$ cat src/sv/stl_pkg.sv
// Types, token classes and word tables of the source text lexer.
package stl_pkg;

	localparam int MAX_WORD_CHARS = 9;
	localparam int PFX_IW = $clog2(MAX_WORD_CHARS);
	localparam int TXT_W = 8 * 16;

	typedef enum logic [3:0] {
		CLS_IDENT     = 4'd0,
		CLS_INTEGER   = 4'd1,
		CLS_KEYWORD   = 4'd2,
		CLS_OPERATOR  = 4'd3,
		CLS_BRACKET   = 4'd4,
		CLS_STATEMENT = 4'd5,
		CLS_TYPE      = 4'd6,
		CLS_VALUE     = 4'd7,
		CLS_UNKNOWN   = 4'd8
	} tok_class_t;

	typedef struct packed {
		tok_class_t  token_class;
		logic [31:0] token_start;
		logic [15:0] token_length;
		logic [15:0] line_number;
		logic        last_of_run;
	} tok_t;

	typedef struct packed {
		logic vld;
		tok_t tok;
	} slot_t;

	typedef struct packed {
		logic       hit;
		tok_class_t cls;
	} match_t;

	localparam int N_WORDS = 19;
	localparam logic [TXT_W-1:0] WORD_TXT [N_WORDS] = '{
		"not", "and", "or", "xor", "else", "fix", "in", "return", "to",
		"bind", "if", "while", "Boolean", "Character", "Integer", "String",
		"false", "lambda", "true"
	};
	localparam logic [4:0] WORD_LEN [N_WORDS] = '{
		5'd3, 5'd3, 5'd2, 5'd3, 5'd4, 5'd3, 5'd2, 5'd6, 5'd2,
		5'd4, 5'd2, 5'd5, 5'd7, 5'd9, 5'd7, 5'd6, 5'd5, 5'd6, 5'd4
	};
	localparam tok_class_t WORD_CLS [N_WORDS] = '{
		CLS_OPERATOR, CLS_OPERATOR, CLS_OPERATOR, CLS_OPERATOR,
		CLS_KEYWORD, CLS_KEYWORD, CLS_KEYWORD, CLS_KEYWORD, CLS_KEYWORD,
		CLS_STATEMENT, CLS_STATEMENT, CLS_STATEMENT,
		CLS_TYPE, CLS_TYPE, CLS_TYPE, CLS_TYPE,
		CLS_VALUE, CLS_VALUE, CLS_VALUE
	};

	localparam int N_SYMS = 12;
	localparam logic [TXT_W-1:0] SYM_TXT [N_SYMS] = '{
		"+", "-", "*", "/", "<", ">", ":", "=", "<=", ">=", "!=", "->"
	};
	localparam logic [4:0] SYM_LEN [N_SYMS] = '{
		5'd1, 5'd1, 5'd1, 5'd1, 5'd1, 5'd1, 5'd1, 5'd1, 5'd2, 5'd2, 5'd2, 5'd2
	};
	localparam tok_class_t SYM_CLS [N_SYMS] = '{
		CLS_OPERATOR, CLS_OPERATOR, CLS_OPERATOR, CLS_OPERATOR,
		CLS_OPERATOR, CLS_OPERATOR, CLS_OPERATOR, CLS_OPERATOR,
		CLS_OPERATOR, CLS_OPERATOR, CLS_OPERATOR, CLS_TYPE
	};

	// Table text is right-justified: char i of a word of length L sits at byte L-1-i.
	function automatic logic txt_match(input logic [8*MAX_WORD_CHARS-1:0] pfx,
			input logic [15:0] len, input logic [TXT_W-1:0] txt, input logic [4:0] wlen);
		logic ok;
		ok = (len == {11'd0, wlen}) && (int'(wlen) <= MAX_WORD_CHARS);
		for (int i = 0; i < MAX_WORD_CHARS; i++) begin
			if (i < int'(wlen))
				ok = ok && (pfx[8*i +: 8] == txt[8*(int'(wlen) - 1 - i) +: 8]);
		end
		return ok;
	endfunction

	function automatic match_t word_lookup(input logic [8*MAX_WORD_CHARS-1:0] pfx,
			input logic [15:0] len);
		match_t m;
		m = '{hit: 1'b0, cls: CLS_UNKNOWN};
		for (int e = N_WORDS - 1; e >= 0; e--) begin
			if (txt_match(pfx, len, WORD_TXT[e], WORD_LEN[e]))
				m = '{hit: 1'b1, cls: WORD_CLS[e]};
		end
		return m;
	endfunction

	function automatic match_t sym_lookup(input logic [8*MAX_WORD_CHARS-1:0] pfx,
			input logic [15:0] len);
		match_t m;
		m = '{hit: 1'b0, cls: CLS_UNKNOWN};
		for (int e = N_SYMS - 1; e >= 0; e--) begin
			if (txt_match(pfx, len, SYM_TXT[e], SYM_LEN[e]))
				m = '{hit: 1'b1, cls: SYM_CLS[e]};
		end
		return m;
	endfunction

endpackage

$ cat src/sv/stl_core.sv
// Lexer state: chunk, comment and run tracking, token classification.
module stl_core import stl_pkg::*; (
	input  logic       clk,
	input  logic       arst_n,
	input  logic       in_valid,
	input  logic [7:0] char_code,
	input  logic       end_of_input,
	output slot_t      slot0,
	output slot_t      slot1
);

	typedef enum logic [1:0] {
		K_NONE = 2'd0,
		K_WORD = 2'd1,
		K_SYM  = 2'd2
	} kind_t;

	localparam logic [7:0] CH_SP    = 8'h20;
	localparam logic [7:0] CH_TAB   = 8'h09;
	localparam logic [7:0] CH_LF    = 8'h0A;
	localparam logic [7:0] CH_SLASH = 8'h2F;
	localparam logic [7:0] CH_UNDER = 8'h5F;

	logic [8*MAX_WORD_CHARS-1:0] pfx_q;
	kind_t       kind_q, kind_n;
	logic [15:0] len_q, len_n;
	logic [31:0] start_q, start_n;
	logic        digits_q, digits_n;
	logic        slash_q, slash_n;
	logic        chunk_q, chunk_n;
	logic        cmt_q, cmt_n;
	logic [15:0] line_q, line_n;
	logic [31:0] off_q, off_n;

	logic              pw;
	logic [PFX_IW-1:0] pidx;
	logic              do_flush, do_br;
	logic              is_dig, is_let, is_wb, is_br, is_sp, is_lf;
	logic [7:0]        b0;
	logic              b0_let;
	logic [15:0]       line_inc;
	match_t            wm, sm;
	tok_class_t        fl_cls;
	tok_t              fl_tok, br_tok;

	assign is_dig = (char_code >= "0") && (char_code <= "9");
	assign is_let = ((char_code >= "A") && (char_code <= "Z")) ||
		((char_code >= "a") && (char_code <= "z"));
	assign is_wb  = is_dig || is_let || (char_code == CH_UNDER);
	assign is_br  = (char_code == "(") || (char_code == ")") ||
		(char_code == "{") || (char_code == "}");
	assign is_lf  = (char_code == CH_LF);
	assign is_sp  = (char_code == CH_SP) || (char_code == CH_TAB) || is_lf;

	assign b0     = pfx_q[7:0];
	assign b0_let = ((b0 >= "A") && (b0 <= "Z")) || ((b0 >= "a") && (b0 <= "z"));
	assign line_inc = (line_q != 16'hFFFF) ? line_q + 16'd1 : line_q;

	assign wm = word_lookup(pfx_q, len_q);
	assign sm = sym_lookup(pfx_q, len_q);

	always_comb begin
		if (kind_q == K_WORD)
			fl_cls = wm.hit ? wm.cls : (digits_q ? CLS_INTEGER :
				(b0_let ? CLS_IDENT : CLS_UNKNOWN));
		else
			fl_cls = sm.hit ? sm.cls : CLS_UNKNOWN;
	end

	assign fl_tok = '{token_class: fl_cls, token_start: start_q, token_length: len_q,
		line_number: line_q, last_of_run: !do_br};
	assign br_tok = '{token_class: CLS_BRACKET, token_start: off_q, token_length: 16'd1,
		line_number: line_q, last_of_run: 1'b1};

	always_comb begin
		kind_n   = kind_q;
		len_n    = len_q;
		start_n  = start_q;
		digits_n = digits_q;
		slash_n  = slash_q;
		chunk_n  = chunk_q;
		cmt_n    = cmt_q;
		line_n   = line_q;
		off_n    = off_q + 32'd1;
		pw       = 1'b0;
		pidx     = '0;
		do_flush = 1'b0;
		do_br    = 1'b0;
		if (end_of_input) begin
			do_flush = !cmt_q && (kind_q != K_NONE);
			kind_n   = K_NONE;
			len_n    = '0;
			start_n  = '0;
			digits_n = 1'b1;
			slash_n  = 1'b0;
			chunk_n  = 1'b0;
			cmt_n    = 1'b0;
			line_n   = 16'd1;
			off_n    = '0;
		end else if (cmt_q) begin
			if (is_lf) begin
				cmt_n  = 1'b0;
				line_n = line_inc;
			end
		end else if (is_sp) begin
			do_flush = (kind_q != K_NONE);
			kind_n   = K_NONE;
			len_n    = '0;
			digits_n = 1'b1;
			chunk_n  = 1'b0;
			slash_n  = 1'b0;
			if (is_lf)
				line_n = line_inc;
		end else if (slash_q && (char_code == CH_SLASH)) begin
			// comment opener: pending slash run is dropped
			kind_n   = K_NONE;
			len_n    = '0;
			digits_n = 1'b1;
			slash_n  = 1'b0;
			chunk_n  = 1'b0;
			cmt_n    = 1'b1;
		end else begin
			slash_n = !chunk_q && (char_code == CH_SLASH);
			chunk_n = 1'b1;
			if ((is_wb && (kind_q == K_WORD)) || (!is_wb && (kind_q == K_SYM))) begin
				if (len_q < 16'(MAX_WORD_CHARS)) begin
					pw   = 1'b1;
					pidx = len_q[PFX_IW-1:0];
				end
				if (len_q != 16'hFFFF)
					len_n = len_q + 16'd1;
				if (!is_dig)
					digits_n = 1'b0;
			end else begin
				do_flush = (kind_q != K_NONE);
				if (!is_wb && is_br) begin
					do_br    = 1'b1;
					kind_n   = K_NONE;
					len_n    = '0;
					digits_n = 1'b1;
				end else begin
					kind_n   = is_wb ? K_WORD : K_SYM;
					start_n  = off_q;
					len_n    = 16'd1;
					digits_n = is_dig;
					pw       = 1'b1;
					pidx     = '0;
				end
			end
		end
	end

	always_comb begin
		slot0.vld = in_valid && (do_flush || do_br);
		slot0.tok = do_flush ? fl_tok : br_tok;
		slot1.vld = in_valid && do_flush && do_br;
		slot1.tok = br_tok;
	end

	always_ff @(posedge clk or negedge arst_n) begin
		if (!arst_n) begin
			kind_q   <= K_NONE;
			len_q    <= '0;
			start_q  <= '0;
			digits_q <= 1'b1;
			slash_q  <= 1'b0;
			chunk_q  <= 1'b0;
			cmt_q    <= 1'b0;
			line_q   <= 16'd1;
			off_q    <= '0;
		end else if (in_valid) begin
			kind_q   <= kind_n;
			len_q    <= len_n;
			start_q  <= start_n;
			digits_q <= digits_n;
			slash_q  <= slash_n;
			chunk_q  <= chunk_n;
			cmt_q    <= cmt_n;
			line_q   <= line_n;
			off_q    <= off_n;
		end
	end

	always_ff @(posedge clk) begin
		if (in_valid && pw)
			pfx_q[8*pidx +: 8] <= char_code;
	end

endmodule

$ cat src/sv/source_text_lexer.sv
// Top level of the source text lexer: input stream, lexer core, output queue.
//
// Usage: one source byte per word on the s_ side; s_tlast marks the end of
// the stream (the byte is then ignored) and flushes the pending token. Tokens
// leave on the m_ side, class in m_tuser, position and size in m_tdata;
// m_tlast flags the last token caused by one input word.
// A token goes out when its end is known: on the byte after it, or with the
// bracket byte itself. A token is written into the output queue at the accepting
// edge, and m_tvalid is taken from the queue count. Throughput is one byte per
// cycle while s_tready is high; a byte that ends a run and is itself a bracket
// yields two tokens, both written at once into the four-entry output queue.
// s_tready is high while the queue holds at most two tokens; once a stalled
// receiver leaves three or four tokens waiting, input stops. Nothing is dropped.
// Reset clears the queue and returns the stream to offset 0, line 1; the end
// word returns the stream there too, after its flush, but keeps the queue.
module source_text_lexer import stl_pkg::*; (
	input  logic        clk,
	input  logic        arst_n,
	input  logic        s_tvalid,
	output logic        s_tready,
	input  logic [7:0]  s_tdata,   // [7:0] char_code
	input  logic        s_tlast,   // end_of_input
	output logic        m_tvalid,
	input  logic        m_tready,
	output logic [63:0] m_tdata,   // [31:0] token_start, [47:32] token_length,
	                               // [63:48] line_number
	output logic [3:0]  m_tuser,   // [3:0] token_class
	output logic        m_tlast    // last_of_run
);

	localparam int QDEPTH = 4;
	localparam int QCW = $clog2(QDEPTH + 1);

	tok_t           q_q [QDEPTH];
	tok_t           q_n [QDEPTH];
	logic [QCW-1:0] cnt_q, cnt_n, pos;
	logic           s_acc, pop;
	slot_t          slot0, slot1;

	assign s_tready = (cnt_q <= QCW'(QDEPTH - 2));
	assign s_acc    = s_tvalid && s_tready;
	assign m_tvalid = (cnt_q != '0);
	assign pop      = m_tvalid && m_tready;

	stl_core u_core (
		.clk          (clk),
		.arst_n       (arst_n),
		.in_valid     (s_acc),
		.char_code    (s_tdata),
		.end_of_input (s_tlast),
		.slot0        (slot0),
		.slot1        (slot1)
	);

	assign pos = cnt_q - {{(QCW-1){1'b0}}, pop};

	always_comb begin
		for (int i = 0; i < QDEPTH - 1; i++)
			q_n[i] = pop ? q_q[i+1] : q_q[i];
		q_n[QDEPTH-1] = q_q[QDEPTH-1];
		for (int i = 0; i < QDEPTH; i++) begin
			if (slot0.vld && (QCW'(i) == pos))
				q_n[i] = slot0.tok;
			if (slot1.vld && (QCW'(i) == pos + QCW'(1)))
				q_n[i] = slot1.tok;
		end
		cnt_n = pos + {{(QCW-1){1'b0}}, slot0.vld} + {{(QCW-1){1'b0}}, slot1.vld};
	end

	always_ff @(posedge clk or negedge arst_n) begin
		if (!arst_n)
			cnt_q <= '0;
		else
			cnt_q <= cnt_n;
	end

	always_ff @(posedge clk) begin
		for (int i = 0; i < QDEPTH; i++)
			q_q[i] <= q_n[i];
	end

	assign m_tdata = {q_q[0].line_number, q_q[0].token_length, q_q[0].token_start};
	assign m_tuser = 4'(q_q[0].token_class);
	assign m_tlast = q_q[0].last_of_run;

endmodule

$ cat config.mk
export PLATFORM = sky130hd
export DESIGN_NAME = source_text_lexer
export DESIGN_NICKNAME = d
export VERILOG_FILES = /design/src/sv/stl_pkg.sv /design/src/sv/stl_core.sv /design/src/sv/source_text_lexer.sv
export SDC_FILE = /design/constraint.sdc
export NUM_CORES = 1
export LEC_CHECK = 0
export BUFFER_PORTS_ARGS = -buffer_cell sky130_fd_sc_hd__buf_2
export CAP_MARGIN = 25
export CELL_PAD_IN_SITES_DETAIL_PLACEMENT = 1
export CELL_PAD_IN_SITES_GLOBAL_PLACEMENT = 1
export CORE_ASPECT_RATIO = 1.25
export CORE_MARGIN = 10
export CORE_UTILIZATION = 35
export CTS_BUF_LIST = sky130_fd_sc_hd__clkbuf_4 sky130_fd_sc_hd__clkbuf_8
export CTS_CLUSTER_DIAMETER = 150
export DETAILED_ROUTE_END_ITERATION = 8
export PLACE_DENSITY = 0.65
export SKIP_CTS_REPAIR_TIMING = 1
export SLEW_MARGIN = 15
export SYNTH_ARGS = -nofsm -noshare
export SYNTH_HDL_FRONTEND = slang
export SYNTH_SLANG_ARGS = --single-unit
$ cat constraint.sdc
create_clock -name clk -period 9.55 [get_ports clk]
set_clock_uncertainty 0.05 [all_clocks]
set_input_delay 0 -clock clk [delete_from_list [all_inputs] [get_ports clk]]
set_output_delay 0 -clock clk [all_outputs]
set_load 0.01 [all_outputs]
# After elaboration in Yosys (flattened, before gate mapping)
# Memories as Yosys holds them, arrays and structs flattened.
# Index checks and enable logic that the tools add are counted.
# word_totals
regBits	177
mem_bits_rw	276
out_inout_bits	71
n_memories	1
# op_classes
addsub	8
magnitude_cmp	12
n_eq_ne	108
shift	2
muxes	119
n_reduce_logical	149
# memory_table
name	depth	width	read_ports	rd_ports_with_merged_regs	write_ports	line_no	rtl
q_q	4	69	4	0	4	source_text_lexer.sv:34	tok_t q_q [QDEPTH];
# ops
operator	count
$mux 69	12
$eq 8x7->1 const B	65
$mux 32	7
$mux 16	11
$mux 5	31
$logic_and 1x1->1	123
$eq 8x6->1 const B	15
$bwmux 72	1
$shift 8x34->72 const A	1
$shiftx 8x34->72	1
$eq 16x3->1 const B	4
$mux 4	11
$mux 1	39
$neg 7->34	1
$add 16x1->16 const B	2
$add 32x1->32 const B	1
$eq 16x2->1 const B	2
$ge 8x7->1 const B	4
$le 8x7->1 const B	4
$ne 16x16->1 const B	2
$eq 16x1->1 const B	1
$eq 16x4->1 const B	1
$eq 8x4->1 const B	2
$lt 16x4->1 const B	1
other kinds (23)	56

# Depth between registers and ports, before layout
# Gate-level depths: netlist of run 1.
# depth
word_depth	30
ltp_mapped	16
ltp_nobuf	13

# Hierarchy
# Synthesis of run 1 repeated with hierarchy kept, for this count alone.
# hier_totals
cells_unflattened	2381
hier_area_um2	25396.9
# modules_own_cells
mod	n_inst	cells_each	area_per_inst_um2	seq_area_each_um2
source_text_lexer	1	1349	15093.2	8363.0
stl_core	1	1032	10303.6	4717.0

# Worst setup path after synthesis of run 1
# Ideal clock, no wire load.
# synth_timing
path_kind	flip-flop to flip-flop
start	reg, netlist name cnt_q[2]
end	mem q_q[1][10] (netlist name) (enable)
setup_time_ps	583
arrival_time_ps	4223
t_required_ps	8917
setup_slack_ps	4694
path_stages_with_launch	15
path_buffers	4
synth_period_minus_slack_ps	4856
cell_sequence	dfrtp_1 or3_1 nand2_1 inv_2 buf_1 ha_1 clkbuf_1 nor2_1 ha_1 nor3_1 and3_1 buf_4 nor2_2 clkbuf_1 nand2_1
# synth_rtl
element	line_no
end: declaration	source_text_lexer.sv:34

==> results.md, run 1 <==
- The biggest fanout along the worst timing path is 48.
- The sequential area share after synthesis is between 50% and 60%.
- The worst path needs about 5 ns of the cycle, external delays included.
- The first-pass GRT wire length is 103,000 um.
- The flow ran to the end, but the final reports show violations.
- The initial antenna violation count came to 2.
- The tightest min-delay check is of the in -> async type.
- The worst max-slew margin expressed relative to the limit is a little under two fifths.
- The share of flip-flops with an asynchronous set or reset is between 20% and 30%.
- The tree is rooted in a sky130_fd_sc_hd__clkbuf_8.
- The leakage power summed over all cells is 9.49 nW.
- For this run, the number of Yosys warnings is 0.
- When the netlist entered floorplanning its net count stood at 2,169.
- The element type at the critical path end is a flop.
- After floorplanning, the core was divided into just over 100 placement rows.
- The sum of negative setup slack is 0 ns.
- The number of detailed-routing iterations run before antenna repair is 4.
- In this run the horizontal extent of the chip is approximately 240 um.
- The max-capacitance violation count is 0.
- The synthesized design contains 264 enable-type register cells.
- The share of layout cells above drive strength 1 is 14.4%.
- The fraction of power spent switching nets is 32.5%.
- The via count of the first global-routing pass is ~18,000.
- The internal power summed over all cells is between 3 and 4 mW.
- The worst setup path category is reg -> reg.
- The total clock sinks is about 450.
- In this run the vertical extent of the chip is about 300 um.
- The count of final hold-check violations is 22.
- Global routing finished with a remaining overflow of 0.
- The number of storage elements in the synthesis netlist is 453.
- The number of port buffers is 83.
- The areal power density over the cells is between 200 and 250 nW/um^2.
- The total CTS buffers is approximately 80.
- After synthesis, the netlist uses slightly above 90 different library cells.
- The initial utilization of the core area, before any placement, comes to 35.5%.
- The total net switching power is roughly 1.8 mW.
- The final RePlAce weighted congestion is about 0.9.
- The mapped netlist covers approximately 22,000 sq um.
- The library cell used most frequently in the layout, excluding fill and tap cells, is sky130_fd_sc_hd__nand2_1.
- The count of H-tree levels built during CTS is 3.
- At the worst endpoint, the required time is between 9 and 10 ns.
- In the layout the commonest cells are sky130_fd_sc_hd__nand2_1 (347), sky130_fd_sc_hd__nor2_1 (309), sky130_fd_sc_hd__edfxtp_1 (264).
- The maximum clock rate is 205 MHz.
- The category of the worst setup path launch point is a flop.
- The maximum number of buffers from clock root to sink is 3.
- The sequential cell area in the final layout is between 10,000 and 15,000 sq um.
- The number of routed nets with antenna violations is 0.
- The ratio of routed vias to standard cells is 5.45.
- The clock network accounts for ~33% of the total power.
- The average wire per standard cell is 21.2 um.
- In the global route stage, overall resource usage came out at 17.7%.
- Fill cells in the final layout number between 6,000 and 7,000.
- After the last flow step, the layout net total stands at 2,214.
- Entering global routing, the biggest net connects 66 pins.
- After detailed routing, the number of remaining DRC violations is 0.
- The total setup violations reported at the end of the flow is 0.
- The average size of a mapped cell is roughly 10 sq um.
- The die covers 72,200 sq um.
- The region available for standard cell placement spans between 60,000 and 70,000 sq um.
- The worst hold slack after final layout is -0.0546 ns.
- The TritonCTS clock tree is done.
- The multi-input gate area in the final layout is around 8600 sq um.
- Synthesis handed over a netlist of between 2,000 and 2,500 instances.
- Pin placement for this block handled 84 I/O pins.
- The final critical path takes up 51.0% of the cycle.
- The number of max-slew violations in the final report was 0.
- For this block, the via count after detailed routing is around 17,000.
- Combinational logic is responsible for a little over a fifth of the overall power.
- The later pin in the worst-skew pair is clocked with a latency of between 0.6 and 0.7 ns.
- The share of total power dissipated in sequential elements is a little under half.
- The checks that failed: hold timing.
- The final layout contains routed wiring with a total length of about 65,000 um.
- Clock-pin slew was measured on the worst setup and hold paths at around 0.07 ns.
- Data arrives at the worst endpoint at between 5 and 6 ns.
- The growth of design area from synthesis to finish is 13.2%.
- At the pin with the least slew margin, the transition time is roughly 0.94 ns.
- In this run, the number of DRC markers left after iteration 0 of detailed routing was around 1,100.
- The peak ir drop on the vdd network is about 0.00014 V.
- Setup repair after global routing left no endpoint under its margin.
- The wire-length estimate of the detail-placed layout is roughly 43,000 um.
- The most used flip-flop cell after synthesis is sky130_fd_sc_hd__edfxtp_1.
worst paths after layout:
check	cells after the start	endpoint	slack (ns)	startpoint
max	12	q_q[1][52]	4.68	cnt_q[2]
min	2	u_core.line_q[15]	-0.05	arst_n
max reg2reg	12	q_q[1][52]	4.68	cnt_q[2]
min reg2reg	2	q_q[3][65]	0.41	q_q[3][65]
max in group asynchronous	3	u_core.start_q[24]	8.23	arst_n
min in group clk	3	u_core.off_q[2]	0.34	s_tlast
state kept, by name, indices dropped and copies added (netlist names):
name             flops
u_core.line_q       16
u_core.chunk_q       1
u_core.kind_q        2
u_core.pfx_q        72
u_core.slash_q       1
u_core.digits_q      1
u_core.off_q        32
cnt_q                3
q_q                276
u_core.cmt_q         1
u_core.start_q      32
u_core.len_q        16
final cells by class:
cell class	instances	share of cell area [%]
inverter	26	0.399
timing repair buffer	128	3.29
sequential	453	50.0
clock inverter	23	0.767
tap	824	4.22
antenna	1	0.0102
clock buffer	122	6.00
multi-input combinational	1500	35.3
stage by stage:
step	cell area [sq um]	std cells	utilization [%]	total power, mW	setup slack (ns)
final	24500	3077	40.2	5.63	4.68
after global placement	22600	2911	37.1	3.76	4.13
after global routing	24500	3077	40.2	5.94	4.33
after detailed placement	22600	2913	37.2	3.82	4.63
after CTS	24300	3058	39.9	5.71	4.61
after floorplan	21600	2142	-	3.34	4.69
logic make-up after synthesis:
group | share of synthesized area [%]
flops | 56.6
xor+xnor | 1.99
compound gates | 13.3
mux | 1.53
simple gates | 21.9
buf+inv | 3.87
fa+ha+maj | 0.845
synthesized netlist by cell type, drive strengths merged (14+ instances only):
cell type | instances | area share (%)
nand2 | 353 | 6.1
nor2 | 314 | 5.5
edfxtp | 264 | 37
clkbuf | 109 | 1.9
dfrtp | 103 | 12
dfxtp | 84 | 7.8
a21oi | 76 | 1.8
o22ai | 74 | 2.1
a22o | 66 | 2.7
buf | 54 | 1.5
nor3 | 53 | 1.3
nand3 | 49 | 1.1
a31oi | 40 | 1.2
xor2 | 38 | 1.5
a22oi | 35 | 1.2
o21ai | 30 | 0.69
nand4 | 29 | 0.84
and2 | 26 | 0.75
inv | 26 | 0.45
and3 | 21 | 0.61
a211oi | 20 | 0.76
nor4 | 20 | 0.69
mux2 | 17 | 0.89
nand2b | 15 | 0.43
or3 | 15 | 0.46
mux2i | 14 | 0.65
layer usage:
metal  vias to the layer above  routed length (um)  GRT usage, %  share of wire (%)
met4                         2                1970          6.86                3.0
met3                       119                2400          2.99                3.7
met5                         -                   7             0              0.011
met2                       317               34000          32.3                 52
li1                       7853                   -             -                  -
met1                      8468               27000          20.1                 41
power groups by stage:
stage / clock [mW] / sequential, mW / combinational [mW]
4_1_cts: 1.92 / 2.58 / 1.21
3_5_place_dp: 0 / 2.62 / 1.20
3_3_place_gp: 0 / 2.60 / 1.16
2_1_floorplan: 0 / 2.57 / 0.765
5_1_grt: 2.00 / 2.61 / 1.33
6_report: 1.86 / 2.58 / 1.19
worst max-delay path, cell delays in order, from the launching register on:
cell and delay (ns):
sky130_fd_sc_hd__dfrtp_1 0.40, sky130_fd_sc_hd__or3_1 0.42, sky130_fd_sc_hd__nand2_2 0.40, sky130_fd_sc_hd__inv_2 0.07, sky130_fd_sc_hd__ha_1 0.20, sky130_fd_sc_hd__ha_1 0.40
sky130_fd_sc_hd__nor2_1 0.10, sky130_fd_sc_hd__ha_1 0.37, sky130_fd_sc_hd__nor3_1 0.19, sky130_fd_sc_hd__and3_1 0.71, sky130_fd_sc_hd__nor2_2 0.35, sky130_fd_sc_hd__nand2_2 0.15
sky130_fd_sc_hd__buf_4 0.63
(Power assumes the default switching activity.)
==> inputs of run 2 (changes only) <==
--- a/config.mk
+++ b/config.mk
@@ -5,6 +5,7 @@
 export SDC_FILE = /design/constraint.sdc
 export NUM_CORES = 1
 export LEC_CHECK = 0
+export ABC_AREA = 1
 export BUFFER_PORTS_ARGS = -buffer_cell sky130_fd_sc_hd__buf_2
 export CAP_MARGIN = 25
 export CELL_PAD_IN_SITES_DETAIL_PLACEMENT = 1
@@ -15,7 +16,7 @@
 export CTS_BUF_LIST = sky130_fd_sc_hd__clkbuf_4 sky130_fd_sc_hd__clkbuf_8
 export CTS_CLUSTER_DIAMETER = 150
 export DETAILED_ROUTE_END_ITERATION = 8
-export PLACE_DENSITY = 0.65
+export PLACE_DENSITY = 0.67
 export SKIP_CTS_REPAIR_TIMING = 1
 export SLEW_MARGIN = 15
 export SYNTH_ARGS = -nofsm -noshare
==> constraint.sdc (replaced) <==
create_clock -name clk -period 5.1 [get_ports clk]
set_clock_uncertainty 0.05 [all_clocks]
set_input_delay 0 -clock clk [delete_from_list [all_inputs] [get_ports clk]]
set_output_delay 0 -clock clk [all_outputs]
set_load 0.01 [all_outputs]
==> run 2 against run 1 <==
Compared with the run above: the run now ends clean; non-clock buffer count fell by 4; global-route usage increased by 0.31 points; die area rose by 6.9%; critical endpoint is now q_q[2][15]; via count up 17%; routed wire length up 9.2%; clock-buffer cell count decreased by 1; sequential power grew 100%; largest cell class unchanged; sequential cell count stayed put; synthesized cell count rose by 30%.
==> results.md, run 2 <==
- TritonCTS built the clock tree.
- The final RePlAce weighted congestion is 0.917 (+2.3%).
- The post-route worst setup slack was 0.892 ns (-3.79 ns).
- The aggregate global-route resource usage is 18.0% (+0.31 points).
- The share of synthesized area spent on multiplexers is 0% (-1.5 points).
- The vertical die dimension was 308 um (+3.4%).
- The areal power density over the cells is 463 nW/um^2 (+100%).
- The growth of design area from synthesis to finish is 11.4%.
- The worst setup slack for register-to-register paths is 0.89 ns (-3.79 ns).
- The net count after synthesis was 2,809 (+30%).
- The number of nets in the layout came to 2,881 (+30%).
- The total detailed-routing wirelength is 71,300 um (+9.2%).
- The simple-gate area share of the yosys netlist is 26.1% (+4.2 points).
- The gate count after technology mapping is 2,782 (+30%).
- By count the netlist is led by sky130_fd_sc_hd__nand2_1 (755), sky130_fd_sc_hd__nor2_1 (312), sky130_fd_sc_hd__edfxtp_1 (264), sky130_fd_sc_hd__o21ai_0 (254), sky130_fd_sc_hd__inv_1 (214).
- The sequential area share after synthesis is 52.7% (-3.9 points).
- The sum of negative setup slack was 0 ns (unchanged).
- The number of distinct library cells after synthesis was 65 (-30%).
- The ratio of routed vias to standard cells was 5.19 (-4.8%).
- The largest stage delay on the critical path is 0.47 ns (-0.24 ns).
- The leakage power summed over all cells is 10.7 nW (+13%).
- The max-capacitance violation count came to 0 (unchanged).
- The share of flip-flops with an asynchronous set or reset is 23.2% (unchanged).
- The instance count along the most critical hold path is 3.
- The xor/xnor share of the synthesized area came to 0.302% (-1.7 points).
- The latest clock arrival within the worst-skew pair is 0.66 ns (about the same).
- The total die area is 77,100 sq um (+6.9%).
- For hold timing, the worst endpoint is u_core.line_q[15].
- The biggest fanout along the worst timing path is 41 (-15%).
- The worst slack at placement came to 0.971 ns (-3.66 ns).
- The initial antenna violation count came to 1 (-1).
- The number of enable-type register cells in the synthesized netlist is 264 (unchanged).
- The first-pass GRT wire length came to 112,000 um (+9.2%).
- The count of final hold-check violations was 0 (-100%).
- The worst hold path begins at s_tlast.
- The combinational family with the most area after synthesis is simple AND/OR/NAND/NOR gates.
- The effective utilization at floorplan is 35.4% (-0.13 points).
- The number of max-slew violations in the final report is 0 (unchanged).
- The final HPWL from detailed placement is 48,600 um (+14%).
- In the post-synthesis netlist, the biggest area contributors are sky130_fd_sc_hd__edfxtp_1 (34%), sky130_fd_sc_hd__nand2_1 (12%), sky130_fd_sc_hd__dfrtp_1 (11%).
- The area of the core was 65,700 sq um (+7.8%).
- The maximum number of buffers from clock root to sink is 3 (unchanged).
- The number of flip-flops under the largest register name came to 276 (unchanged).
- The CTS clock-pin slew for the worst setup and hold paths was 0.06 ns (about the same).
- The area of the mapped netlist is 23,200 sq um (+7.4%).
- The worst setup path is captured at a flop.
- The area share of the leading cell type in the synthesized netlist is 34.1% (-2.5 points).
- The post-synthesis adder-cell area fraction is 0.787% (-0.059 points).
- The post-route fraction of the period consumed by the critical path is 82.5% (+32 points).
- The length in cells of the worst reg-to-reg path is 14 (+2).
- The final non-filler cell area came to 25,900 sq um (+5.8%).
- The worst setup path is of the reg -> reg kind.
- The aggregate global routing overflow is 0 (unchanged).
- The sum of internal, switching and leakage power is 12.0 mW (+110%).
- The yosys synthesis warning count is 0 (unchanged).
- The data required time of the critical path is 5.38 ns (-4.40 ns).
- The average size of a mapped cell is 8.35 sq um (-17%).
- The worst setup path is launched from a flop.
- The time the final worst path needs with I/O delays and setup came to 4.21 ns (-0.659 ns).
- The via total after detailed routing was 19,600 (+17%).
- The CTS root buffer is sky130_fd_sc_hd__clkbuf_8.
- In this run the critical register-to-register path is captured at q_q[2][15].
- The number of storage elements in the synthesis netlist came to 453 (unchanged).
- The count of H-tree levels built during CTS came to 3 (unchanged).
- The most common cell after layout, fill and taps aside is sky130_fd_sc_hd__nand2_1.
- The total setup violations reported at the end of the flow is 0 (unchanged).
- The run finished with clean final reports.
- The top flip-flop cell by instance count after synthesis is sky130_fd_sc_hd__edfxtp_1.
- The largest total area in the synthesized netlist belongs to sky130_fd_sc_hd__edfxtp_1.
- Leaving out fill and tap cells, the most frequent cells in the layout are sky130_fd_sc_hd__nand2_1 (754), sky130_fd_sc_hd__nor2_1 (312), sky130_fd_sc_hd__edfxtp_1 (264).
- The worst path arrival time was 4.49 ns (-0.61 ns).
- The total clock sinks was 453 (unchanged).
- The violation count after the first detailed-route iteration was 991 (-8.7%).
- The standard-cell row count is 105 (+4.0%).
- The total CTS buffers came to 76 (-2.6%).
- The chip width is 250 um (+3.4%).
- The remaining design rule violation count is 0 (unchanged).
- The number of routed nets with antenna violations is 0 (unchanged).
- The post-synthesis compound-gate area fraction was 12.7% (-0.59 points).
- The largest registers in the layout are q_q: 276 flops, u_core.pfx_q: 72 flops.
- The peak ir drop on the vdd network is 0.000240 V (+77%).
- The class of the tightest hold or removal check is in -> reg.
- The maximum clock rate came to 238 MHz (+16%).
- The number of detailed-routing iterations run before antenna repair is 5 (+1).
- The largest net degree at the start of global routing is 86 (+30%).
- The via count of the first global-routing pass is 20,700 (+16%).
- The master of the slowest instance on the critical path is sky130_fd_sc_hd__inv_2.
- The register with the most flip-flops is q_q.
- The most frequent cell after synthesis is sky130_fd_sc_hd__nand2_1.
- The critical path goes through nor2_1 > nand2_1 > nand2_1 > inv_1 > ha_1 > ha_1 > xnor2_1 > inv_1 > nor3_1 > nand3_4 > nand2_8 > nor2_8 > inv_2 > buf_12.
- The top-level port count is 84 (unchanged).
- The number of port buffers is 83 (unchanged).
- The startpoint of the lowest-slack register-to-register path is cnt_q[2].
- Setup repair after global routing left no endpoint under its margin.
- The actual slew at the worst max-slew pin is 1.03 ns (+0.0927 ns).
- The average wire per standard cell is 18.9 um (-11%).
- The share of layout cells above drive strength 1 is 12.1% (-2.3 points).
- The placed standard-cell area is 24,100 sq um (+6.3%).
- The worst max-slew margin expressed relative to the limit was 31.3% (-6.2 points).
run 2: critical path, delay by kind of cell (launching register included):
kind	cells	cell delay [ns]
XOR/XNOR	1	0.28
adder cells (fa/ha/maj)	2	0.50
buffers and inverters	4	1.18
flip-flops	1	0.41
AND/OR/NAND/NOR	7	1.41
run 2: how the worst max path moves through the flow:
stage,start,end,slack (ns),cells past startpoint
after CTS,cnt_q[2],q_q[2][15],0.91,14
after detailed placement,cnt_q[2],q_q[1][54],0.97,14
after floorplan,cnt_q[2],q_q[1][10],0.76,16
after global routing,cnt_q[2],q_q[2][15],0.55,14
after global placement,cnt_q[2],q_q[2][5],1.01,14
final,cnt_q[2],q_q[2][15],0.89,14
run 2: final cells by class:
type / count / area (sq um)
Clock buffer: 121 / 1460
Inverter: 235 / 887
Fill cell: 7854 / 39800
Sequential cell: 453 / 12200
Multi-Input combinational cell: 1964 / 9260
Tap cell: 856 / 1070
Clock inverter: 17 / 140
Antenna cell: 1 / 2.50
Timing Repair Buffer: 124 / 811
run 2: report_power, final:
part / total (mW) / internal (mW) / switching, mW
Clock: 3.46 / 1.92 / 1.54
Sequential: 5.19 / 4.82 / 0.363
Combinational: 3.34 / 0.964 / 2.38
Total: 12.0 / 7.71 / 4.28
run 2: kinds of logic after synthesis:
| family | Yosys count |
|---|---|
| AOI/OAI and AO/OA | 551 |
| and+or+nand+nor | 1391 |
| adders and majority gates | 14 |
| xor gates and xnor gates | 8 |
| buffers and inverters | 365 |
| DFF | 453 |
run 2: routing by layer:
metal	up-vias	track usage, %	wire length, um
li1	9442	-	-
met1	9667	19.4	28300
met2	301	34.5	38400
met3	147	2.70	2360
met4	0	7.01	2280
met5	-	0	0
run 2: stage by stage:
step | hold slack, ns | util (%) | std cells
floorplan | -0.346 | - | 2782
global placement | 0.177 | 36.6 | 3615
detailed placement | 0.198 | 36.6 | 3615
CTS | -0.533 | 39.1 | 3753
global route | 0.201 | 39.4 | 3771
finish | 0.204 | 39.4 | 3771
